$ cat src/rtl/bmrect_pkg.sv
// ----------------------------------------------------------------------------
// bmrect_pkg
// Shared types and constants for the bitmap rectangle set / clear / toggle
// block: field widths, operation codes, sequencer states and the divider
// result bundle.
// ----------------------------------------------------------------------------
package bmrect_pkg;

    // Fixed field widths
    localparam int COORD_W   = 10;   // one coordinate
    localparam int COUNT_W   = 21;   // running set-pixel count
    localparam int S_TDATA_W = 40;   // four packed coordinates
    localparam int M_TDATA_W = 24;   // count, padded to whole bytes
    localparam int GRP_BITS  = 8;    // pixels per popcount group

    // Operation codes carried in the slave-side tuser
    typedef enum logic [1:0] {
        OP_SET    = 2'd0,
        OP_CLEAR  = 2'd1,
        OP_TOGGLE = 2'd2
    } t_req_op;

    // Command sequencer states
    typedef enum logic [2:0] {
        ST_CLEAR,   // sweep of the pixel memory after reset
        ST_IDLE,    // waiting for a command word
        ST_DIV,     // locating the first word of each row
        ST_WALK,    // one read issued per cycle over the rectangle
        ST_DRAIN,   // last writes and count updates settle
        ST_DONE     // result word handed to the output register
    } t_state;

    // Column divider result
    typedef struct packed {
        logic               done;
        logic [COORD_W-1:0] quot;
        logic [COORD_W-1:0] rem;
    } t_div_res;

endpackage

$ cat src/rtl/bmrect_coldiv.sv
// ----------------------------------------------------------------------------
// bmrect_coldiv
// Column splitter: reciprocal multiply that turns a column into its word
// index and its bit position within the word, registered in the cycle after
// start.
// ----------------------------------------------------------------------------
module bmrect_coldiv #(
    parameter int WORD_BITS = 64
) (
    input  logic                            i_clk,
    input  logic                            i_rst_n,
    input  logic                            i_start,
    input  logic [bmrect_pkg::COORD_W-1:0]  i_dividend,
    output bmrect_pkg::t_div_res            o_res
);

    localparam int DW    = bmrect_pkg::COORD_W;
    localparam int SH    = DW + $clog2(WORD_BITS);
    localparam int RCP_W = SH + 1;
    localparam int PRD_W = DW + RCP_W;
    // ceil(2**SH / WORD_BITS): exact quotient for every DW-bit column
    localparam logic [RCP_W-1:0] RECIP = RCP_W'((2 ** SH + WORD_BITS - 1) / WORD_BITS);

    logic             r_done;
    logic [DW-1:0]    r_quot;
    logic [DW-1:0]    r_rem;

    logic [PRD_W-1:0] prod;
    logic [DW-1:0]    quot;
    logic [DW-1:0]    rem;

    // Quotient by reciprocal, remainder by multiply back and subtract
    always_comb begin
        prod = PRD_W'(i_dividend) * PRD_W'(RECIP);
        quot = prod[SH +: DW];
        rem  = i_dividend - DW'(quot * DW'(WORD_BITS));
    end

    // Control
    always_ff @(posedge i_clk) begin
        if (!i_rst_n) begin
            r_done <= 1'b0;
        end else begin
            r_done <= i_start;
        end
    end

    // Datapath
    always_ff @(posedge i_clk) begin
        if (i_start) begin
            r_quot <= quot;
            r_rem  <= rem;
        end
    end

    assign o_res.done = r_done;
    assign o_res.quot = r_quot;
    assign o_res.rem  = r_rem;

endmodule

$ cat config.mk
export PLATFORM = sky130hd
export DESIGN_NAME = bmrect_coldiv
export DESIGN_NICKNAME = d
export VERILOG_FILES = /design/src/rtl/bmrect_pkg.sv /design/src/rtl/bmrect_coldiv.sv
export SDC_FILE = /design/constraint.sdc
export NUM_CORES = 1
export LEC_CHECK = 0
export BUFFER_PORTS_ARGS = -buffer_cell sky130_fd_sc_hd__buf_2
export CORE_AREA = 2 2 39 41
export CTS_BUF_LIST = sky130_fd_sc_hd__clkbuf_4
export CTS_CLUSTER_SIZE = 10
export DETAILED_ROUTE_END_ITERATION = 10
export DIE_AREA = 0 0 41 43
export PLACE_DENSITY_LB_ADDON = 0.1
export SLEW_MARGIN = 20
export SYNTH_ARGS = -nofsm -noshare
export SYNTH_HDL_FRONTEND = slang
export SYNTH_SLANG_ARGS = --single-unit
$ cat constraint.sdc
create_clock -name i_clk -period 0.8 [get_ports i_clk]
set_input_delay 0.16 -clock i_clk [delete_from_list [all_inputs] [get_ports i_clk]]
set_output_delay 0.16 -clock i_clk [all_outputs]
set_load 0.02 [all_outputs]
==> results.toml, run 1 <==
[placement]
place_area_um2 = 499
portBuffers = 23
place_congestion = 0.562

[clock_tree]
clockRootBuffer = "clkbuf_4"
postCtsSetupBuffers = 0
clkSlewWorstSetupHoldPaths_ns = 0.06
cts_sinks = 11
htree_levels = 1
cts_buffer_depth = 2
cts_tree = "done"
cts_made_buffers = 3

[detailed_routing]
wl_um = 635
wire_per_inst_um = 9.77
drcViolationCount = 0
ant_nets = 0
drtPass1Iterations = 2
drt_iter0_markers = 5
vias = 225
via_per_inst = 3.46

[synthesis]
synth_top_area_cell = "edfxtp_1"
synth_warnings = 0
netlist_area_um2 = 413
netlist.area_leader.share_pct = 72.7
synth_area_per_cell_um2 = 17.2
ys_ff_latch = 11
synth_cell_type_count = 5
netlist_instances = 24
synthTopCellsByArea = "edfxtp_1 73%, buf_4 20%, dfxtp_1 4.8%, and2_1 1.5%, conb_1 0.91%"
ys_seq_area_share_pct = 77.6

[final_layout]
drive_above_1_share_pct = 57.1
diodes = 0
seqCellArea_um2 = 322
post-route-util_pct = 41.5
fillers = 138
finalInstanceArea_um2 = 574
nets = 63
area_growth_pct = 39.1
final_common_cell = "buf_2"
layout_common_cells = "16 x buf_2, 10 x conb_1, 10 x edfxtp_1"
multi_input_area_um2 = 43.8

[global_route]
grt_use_total_pct = 7.57
first_global_vias = 208
gr-total-overflow = 0
antenna_found_initial = 0
grt_pass1_wl_um = 793
grt_max_degree = 12

[floorplanning]
die_area_um2 = 1760
dieHeight_um = 43
initial_core_util_pct = 29.8
num_rows = 14
io_pins = 34
die_x_um = 41
core_um2 = 1380

[pwr]
comb_power_share_pct = 16.0
power_density_nw_per_um2 = 2240
internal-power_uw = 982
swShare_pct = 23.7
pwr-share-clk_pct = 30.2
sequentialPowerShare_pct = 53.8
leakagePower_uw = 0.000265
switching_power_uw = 305
peakVddDrop_v = 0.000925

[setup_path]
critPathTopFamily = "flip-flops"
end_kind = "primary output"
path_max_fanout = 1
required_ns = 0.64
arrival_ns = 0.80
worstSetupPathType = "register to primary output"
path_cells = "buf_2"
path_buf_inv = 1
start_kind = "register"
slowest_stage = "edfxtp_1"
slowest_delay_ns = 0.38

[timing]
report.final.slew_viol_count = 0
hold_viol_final = 0
timing.final.crit_share_pct = 120
rsz0062_at_grt = "yes"
clock.fmax_mhz = 1040
setup_viol = 11
layout_setup_ws_ns = -0.162
finalSetupTns_ns = -1.43
fin_crit_ns = 0.962

[job]
cap_violations = 0

[run_status]
outcome = "finished, violations left"
violations = "negative setup slack"

[worst_hold_path]
worst_hold_path_type = "input port to register"
[logic make-up after synthesis]
| logic type | Yosys count | share of synthesized area [%] |
|---|---|---|
| flops | 11 | 77.6 |
| simple gates | 1 | 1.52 |
| buf+inv | 11 | 20.0 |
| other cells | 1 | 0.908 |
[synthesized netlist by cell type]
library cell	count
buf_4	11
dfxtp_1	1
edfxtp_1	10
and2_1	1
conb_1	1
[through the flow]
stage	hold WS, ns	power (µW)	instances	setup WS [ns]
finish	0.0755	1290	65	-0.162
global route	0.0525	1360	65	-0.197
CTS	0.0695	1270	65	-0.174
detailed placement	0.339	875	61	0.0898
global placement	0.339	869	61	0.106
floorplan	0.259	840	33	0.191
[registers in the layout (all words and copies together) (netlist names)]
name,count
r_done,1
r_quot,4
r_rem,6
[power by group through the flow]
| stage | Clock, µW | Combinational (µW) | Sequential (µW) |
|---|---|---|---|
| 3_3_place_gp | 0 | 175 | 694 |
| 4_1_cts | 401 | 182 | 685 |
| 2_1_floorplan | 0 | 87.0 | 753 |
| 5_1_grt | 446 | 218 | 694 |
| 3_5_place_dp | 0 | 178 | 697 |
| 6_report | 389 | 206 | 691 |
[worst paths after layout]
check           from        end  slack, ns  cells after the start
max         r_rem[3]   o_res[3]      -0.16                      1
min    i_dividend[9]  r_quot[3]       0.08                      1
[per-layer routing]
metal	vias to the layer above	share of wire [%]	track usage (%)
met5	-	0	0
met4	0	0	8.00
met3	0	4.7	3.14
met2	8	66	14.1
met1	107	29	3.77
li1	110	-	-
[timing repair]
action | CTS | global route
endpoints found under the setup margin | 11 | 11
hold buffers | 0 | 0
resized for setup | 3 | 12
[cell type report]
type	count	area share, %
clock buffer	4	5.23
timing repair buffer	23	27.7
multi-input combinational	11	7.63
sequential	11	56.0
tap	16	3.49
No activity file was read; power rests on OpenSTA's default activity.
==> run 2: changes to the inputs <==
--- a/config.mk
+++ b/config.mk
@@ -6,11 +6,13 @@
 export NUM_CORES = 1
 export LEC_CHECK = 0
 export BUFFER_PORTS_ARGS = -buffer_cell sky130_fd_sc_hd__buf_2
-export CORE_AREA = 2 2 39 41
+export CELL_PAD_IN_SITES_DETAIL_PLACEMENT = 0
+export CELL_PAD_IN_SITES_GLOBAL_PLACEMENT = 1
+export CORE_UTILIZATION = 28
 export CTS_BUF_LIST = sky130_fd_sc_hd__clkbuf_4
 export CTS_CLUSTER_SIZE = 10
 export DETAILED_ROUTE_END_ITERATION = 10
-export DIE_AREA = 0 0 41 43
+export HOLD_SLACK_MARGIN = 0.08
 export PLACE_DENSITY_LB_ADDON = 0.1
 export SLEW_MARGIN = 20
 export SYNTH_ARGS = -nofsm -noshare
==> results.toml, run 2 (synthesis results as in run 1) <==
[run_status]
outcome = "finished, violations left"
violations = "negative setup slack"

[timing]
finalSetupTns_ns = -1.42
layout_setup_ws_ns = -0.149
setup_viol = 11
hold_viol_final = 0
report.final.slew_viol_count = 0
clock.fmax_mhz = 1050
fin_crit_ns = 0.949
rsz0062_at_grt = "yes"
whs_ns = 0.0892
timing.final.crit_share_pct = 119

[setup_path]
arrival_ns = 0.79
start_kind = "register"
worstSetupPathType = "register to primary output"
crit_cells = 1
slowest_stage = "edfxtp_1"
path_cells = "buf_6"
required_ns = 0.64
path_buf_inv = 1
slowest_delay_ns = 0.39
end_kind = "primary output"
critPathTopFamily = "flip-flops"
path_max_fanout = 1

[final_layout]
largest_reg_flops = 6
diodes = 0
largestRegisters = "r_rem (6), r_quot (4), r_done (1)"
nets = 71
post-route-util_pct = 50.5
top_register = "r_rem"
instances_no_fill = 72
layout_common_cells = "14 x buf_2, 10 x conb_1, 10 x edfxtp_1"
area_growth_pct = 63.0
drive_above_1_share_pct = 49.1
final_common_cell = "buf_2"

[detailed_routing]
drtPass1Iterations = 1
wl_um = 740
drt_iter0_markers = 0
drcViolationCount = 0
ant_nets = 0
wire_per_inst_um = 10.3
via_per_inst = 3.68
vias = 265

[clock_tree]
htree_levels = 1
cts_made_buffers = 3
postCtsSetupBuffers = 0
cts_sinks = 11
cts_buffer_depth = 2
clockRootBuffer = "clkbuf_4"
clkSlewWorstSetupHoldPaths_ns = 0.06
cts_tree = "done"

[global_route]
gr-total-overflow = 0
antenna_found_initial = 0
grt_pass1_wl_um = 917
grt_use_total_pct = 9.29
grt_max_degree = 12
first_global_vias = 224

[pwr]
leakagePower_uw = 0.000330
power_density_nw_per_um2 = 1960
peakVddDrop_v = 0.000828

[floorplanning]
die_x_um = 40.4
die_area_um2 = 1630
io_pins = 34
dieHeight_um = 40.4
num_rows = 13
core_um2 = 1330
initial_core_util_pct = 31.0

[placement]
portBuffers = 23
place_congestion = 0.548
dp.final_hpwl_um = 531
place_ws_ns = 0.104
placedCellCount = 60

[worst_hold_path]
hold_depth = 1
worst_hold_path_type = "input port to register"

[job]
cap_violations = 0
[run 2: cell types whose count changed in the layout (fill, tap and decap cells not counted), sizes merged]
cell / delta
dlymetal6s4s: +3
dlygate4sd3: +5
[run 2: power by group]
group / leakage (µW) / internal, µW / switching [µW]
clock network: 0.0000184 / 226 / 152
registers: 0.000106 / 677 / 17.8
logic: 0.000205 / 117 / 133
total: 0.000330 / 1020 / 302
[run 2: layout make-up]
type                    count  area [µm²]
fillers                   114         661
flip-flops and latches     11         322
repair buffers             31         259
multi-input cells          11        43.8
clock buffers               4        30.0
well taps                  15        18.8
[run 2: what timing repair did]
item | in CTS | in global routing
cloned | 0 | 0
endpoints found under the hold margin | 8 | 0
gates resized for setup | 3 | 19
endpoints found under the setup margin | 11 | 14
hold buffers | 8 | 0
[run 2: layer usage]
layer,share of wire [%],GRT usage [%],wire (µm),vias up
met5,0,0,0,-
met4,1.9,10.0,14,0
met3,7.3,0,54,2
met2,56,17.1,415,19
met1,35,8.77,256,118
li1,-,-,-,126
[run 2: path summary, 6_finish.rpt]
path | to | slack (ns) | start
max | o_res[0] | -0.15 | r_rem[0]
min | r_rem[4] | 0.09 | i_dividend[4]
[run 2: through the flow]
step	total power (µW)	area (µm²)
floorplan	840	447
global placement	871	498
detailed placement	874	498
CTS	1290	616
global route	1380	673
finish	1320	673
==> run 3: changes to the inputs <==
--- a/config.mk
+++ b/config.mk
@@ -5,6 +5,7 @@
 export SDC_FILE = /design/constraint.sdc
 export NUM_CORES = 1
 export LEC_CHECK = 0
+export ABC_AREA = 1
 export BUFFER_PORTS_ARGS = -buffer_cell sky130_fd_sc_hd__buf_2
 export CELL_PAD_IN_SITES_DETAIL_PLACEMENT = 0
 export CELL_PAD_IN_SITES_GLOBAL_PLACEMENT = 1
==> results.toml, run 3 <==
[timing]
clock.fmax_mhz = 1010
setup_viol = 11
fin_crit_ns = 0.986
report.final.slew_viol_count = 0
rsz0062_at_grt = "yes"
timing.final.crit_share_pct = 123
hold_viol_final = 0
layout_setup_ws_ns = -0.186

[synthesis]
synth_ff_type = "edfxtp_1"
netlist_instances = 25
synth_area_per_cell_um2 = 16.6
synth_cell_type_count = 6
netlist_area_um2 = 414
synth_top_area_cell = "edfxtp_1"
ys_top_cells_by_count = "11 x buf_4, 10 x edfxtp_1"
synthTopCellsByArea = "edfxtp_1 73%, buf_4 20%, dfxtp_1 4.8%, conb_1 0.91%, inv_1 0.91%"
synth_warnings = 0
netlist.area_leader.share_pct = 72.5
synth_edf_count = 10
ys_seq_area_share_pct = 77.3
ys_ff_latch = 11
synth_most_common_cell = "buf_4"
async_flop_share_pct = 0

[setup_path]
slowest_stage = "edfxtp_1"
end_kind = "primary output"
arrival_ns = 0.83
path_max_fanout = 1
crit_path_start = "r_rem[1]"
path_buf_inv = 1
worstSetupPathType = "register to primary output"
path_cells = "buf_6"
start_kind = "register"
required_ns = 0.64
slowest_delay_ns = 0.41
critPathTopFamily = "flip-flops"
crit_cells = 1

[final_layout]
post-route-util_pct = 52.0
largestRegisters = "r_rem (6), r_quot (4), r_done (1)"
area_growth_pct = 67.4
nets = 75
top_register = "r_rem"
drive_above_1_share_pct = 45.9
finalInstanceArea_um2 = 693
largest_reg_flops = 6
layout_common_cells = "15 x buf_2, 10 x conb_1, 10 x dlygate4sd3_1, 10 x edfxtp_1, 8 x buf_6"
diodes = 0
final_common_cell = "buf_2"

[clock_tree]
cts_made_buffers = 3
cts_tree = "done"
clkSlewWorstSetupHoldPaths_ns = 0.07
cts_buffer_depth = 2
htree_levels = 1
postCtsSetupBuffers = 0
clockRootBuffer = "clkbuf_4"
cts_sinks = 11

[detailed_routing]
wl_um = 809
ant_nets = 0
via_per_inst = 3.70
wire_per_inst_um = 10.6
drcViolationCount = 0
drtPass1Iterations = 3
vias = 281
drt_iter0_markers = 5

[global_route]
grt_pass1_wl_um = 1010
gr-total-overflow = 0
antenna_found_initial = 0
first_global_vias = 236
grt_max_degree = 12
grt_use_total_pct = 11.0

[placement]
portBuffers = 23
dp.final_hpwl_um = 586
place_area_um2 = 499
place_congestion = 0.598

[job]
cap_violations = 0

[floorplanning]
dieHeight_um = 40.5
die_x_um = 40.5
die_area_um2 = 1640
initial_core_util_pct = 31.1
num_rows = 13
core_um2 = 1330
io_pins = 34

[pwr]
power_density_nw_per_um2 = 1950
power_uw = 1350
peakVddDrop_v = 0.000780
leakagePower_uw = 0.000330

[worst_hold_path]
hold_depth = 3
hold_start = "i_start"
worst_hold_path_type = "input port to register"

[run_status]
violations = "negative setup slack"
outcome = "finished, violations left"
==> run 3: cell types whose count changed after synthesis <==
cell | previous run | this run
nand2_1 | 0 | 1
and2_1 | 1 | 0
inv_1 | 0 | 1
==> run 3: area by class of cell <==
class	count	area, µm²
Clock buffer	4	30.0
Fill cell	121	641
Inverter	1	3.75
Multi-Input combinational cell	11	41.3
Sequential cell	11	322
Tap cell	15	18.8
Timing Repair Buffer	34	278
==> run 3: logic make-up after synthesis <==
family                 after synthesis  synth area share (%)
buffers and inverters               12                  20.8
DFF                                 11                  77.3
other                                1                 0.905
and+or+nand+nor                      1                 0.905
==> run 3: final timing paths <==
path | endpoint | slack [ns]
hold / removal | r_done | 0.22
setup / recovery | o_res[1] | -0.19
==> run 3: power by group <==
group          internal (µW)  switching [µW]
Combinational            119             136
Clock                    227             178
Sequential               676            17.2
==> run 3: metrics by stage <==
stage | std cells | hold slack (ns) | setup TNS [ns] | worst slack, ns
floorplan | 34 | 0.253 | 0 | 0.191
global placement | 61 | 0.338 | 0 | 0.101
detailed placement | 61 | 0.339 | 0 | 0.0841
CTS | 76 | 0.217 | -1.70 | -0.200
global route | 76 | 0.223 | -1.89 | -0.216
finish | 76 | 0.222 | -1.57 | -0.186
==> run 3: routing by layer <==
metal  track usage (%)  wire, µm  up-vias
met5                 0         0        -
met3              5.00        66        2
li1                  -         -      134
met4              15.0        20        0
met2              15.5       437       16
met1              10.1       285      129
==> run 3: timing repair <==
| item | CTS | global route |
|---|---|---|
| endpoints found under the hold margin | 11 | 0 |
| hold buffers | 11 | 0 |
| endpoints found under the setup margin | 11 | 12 |
| gates resized for setup | 5 | 13 |
| pin swaps | 0 | 0 |
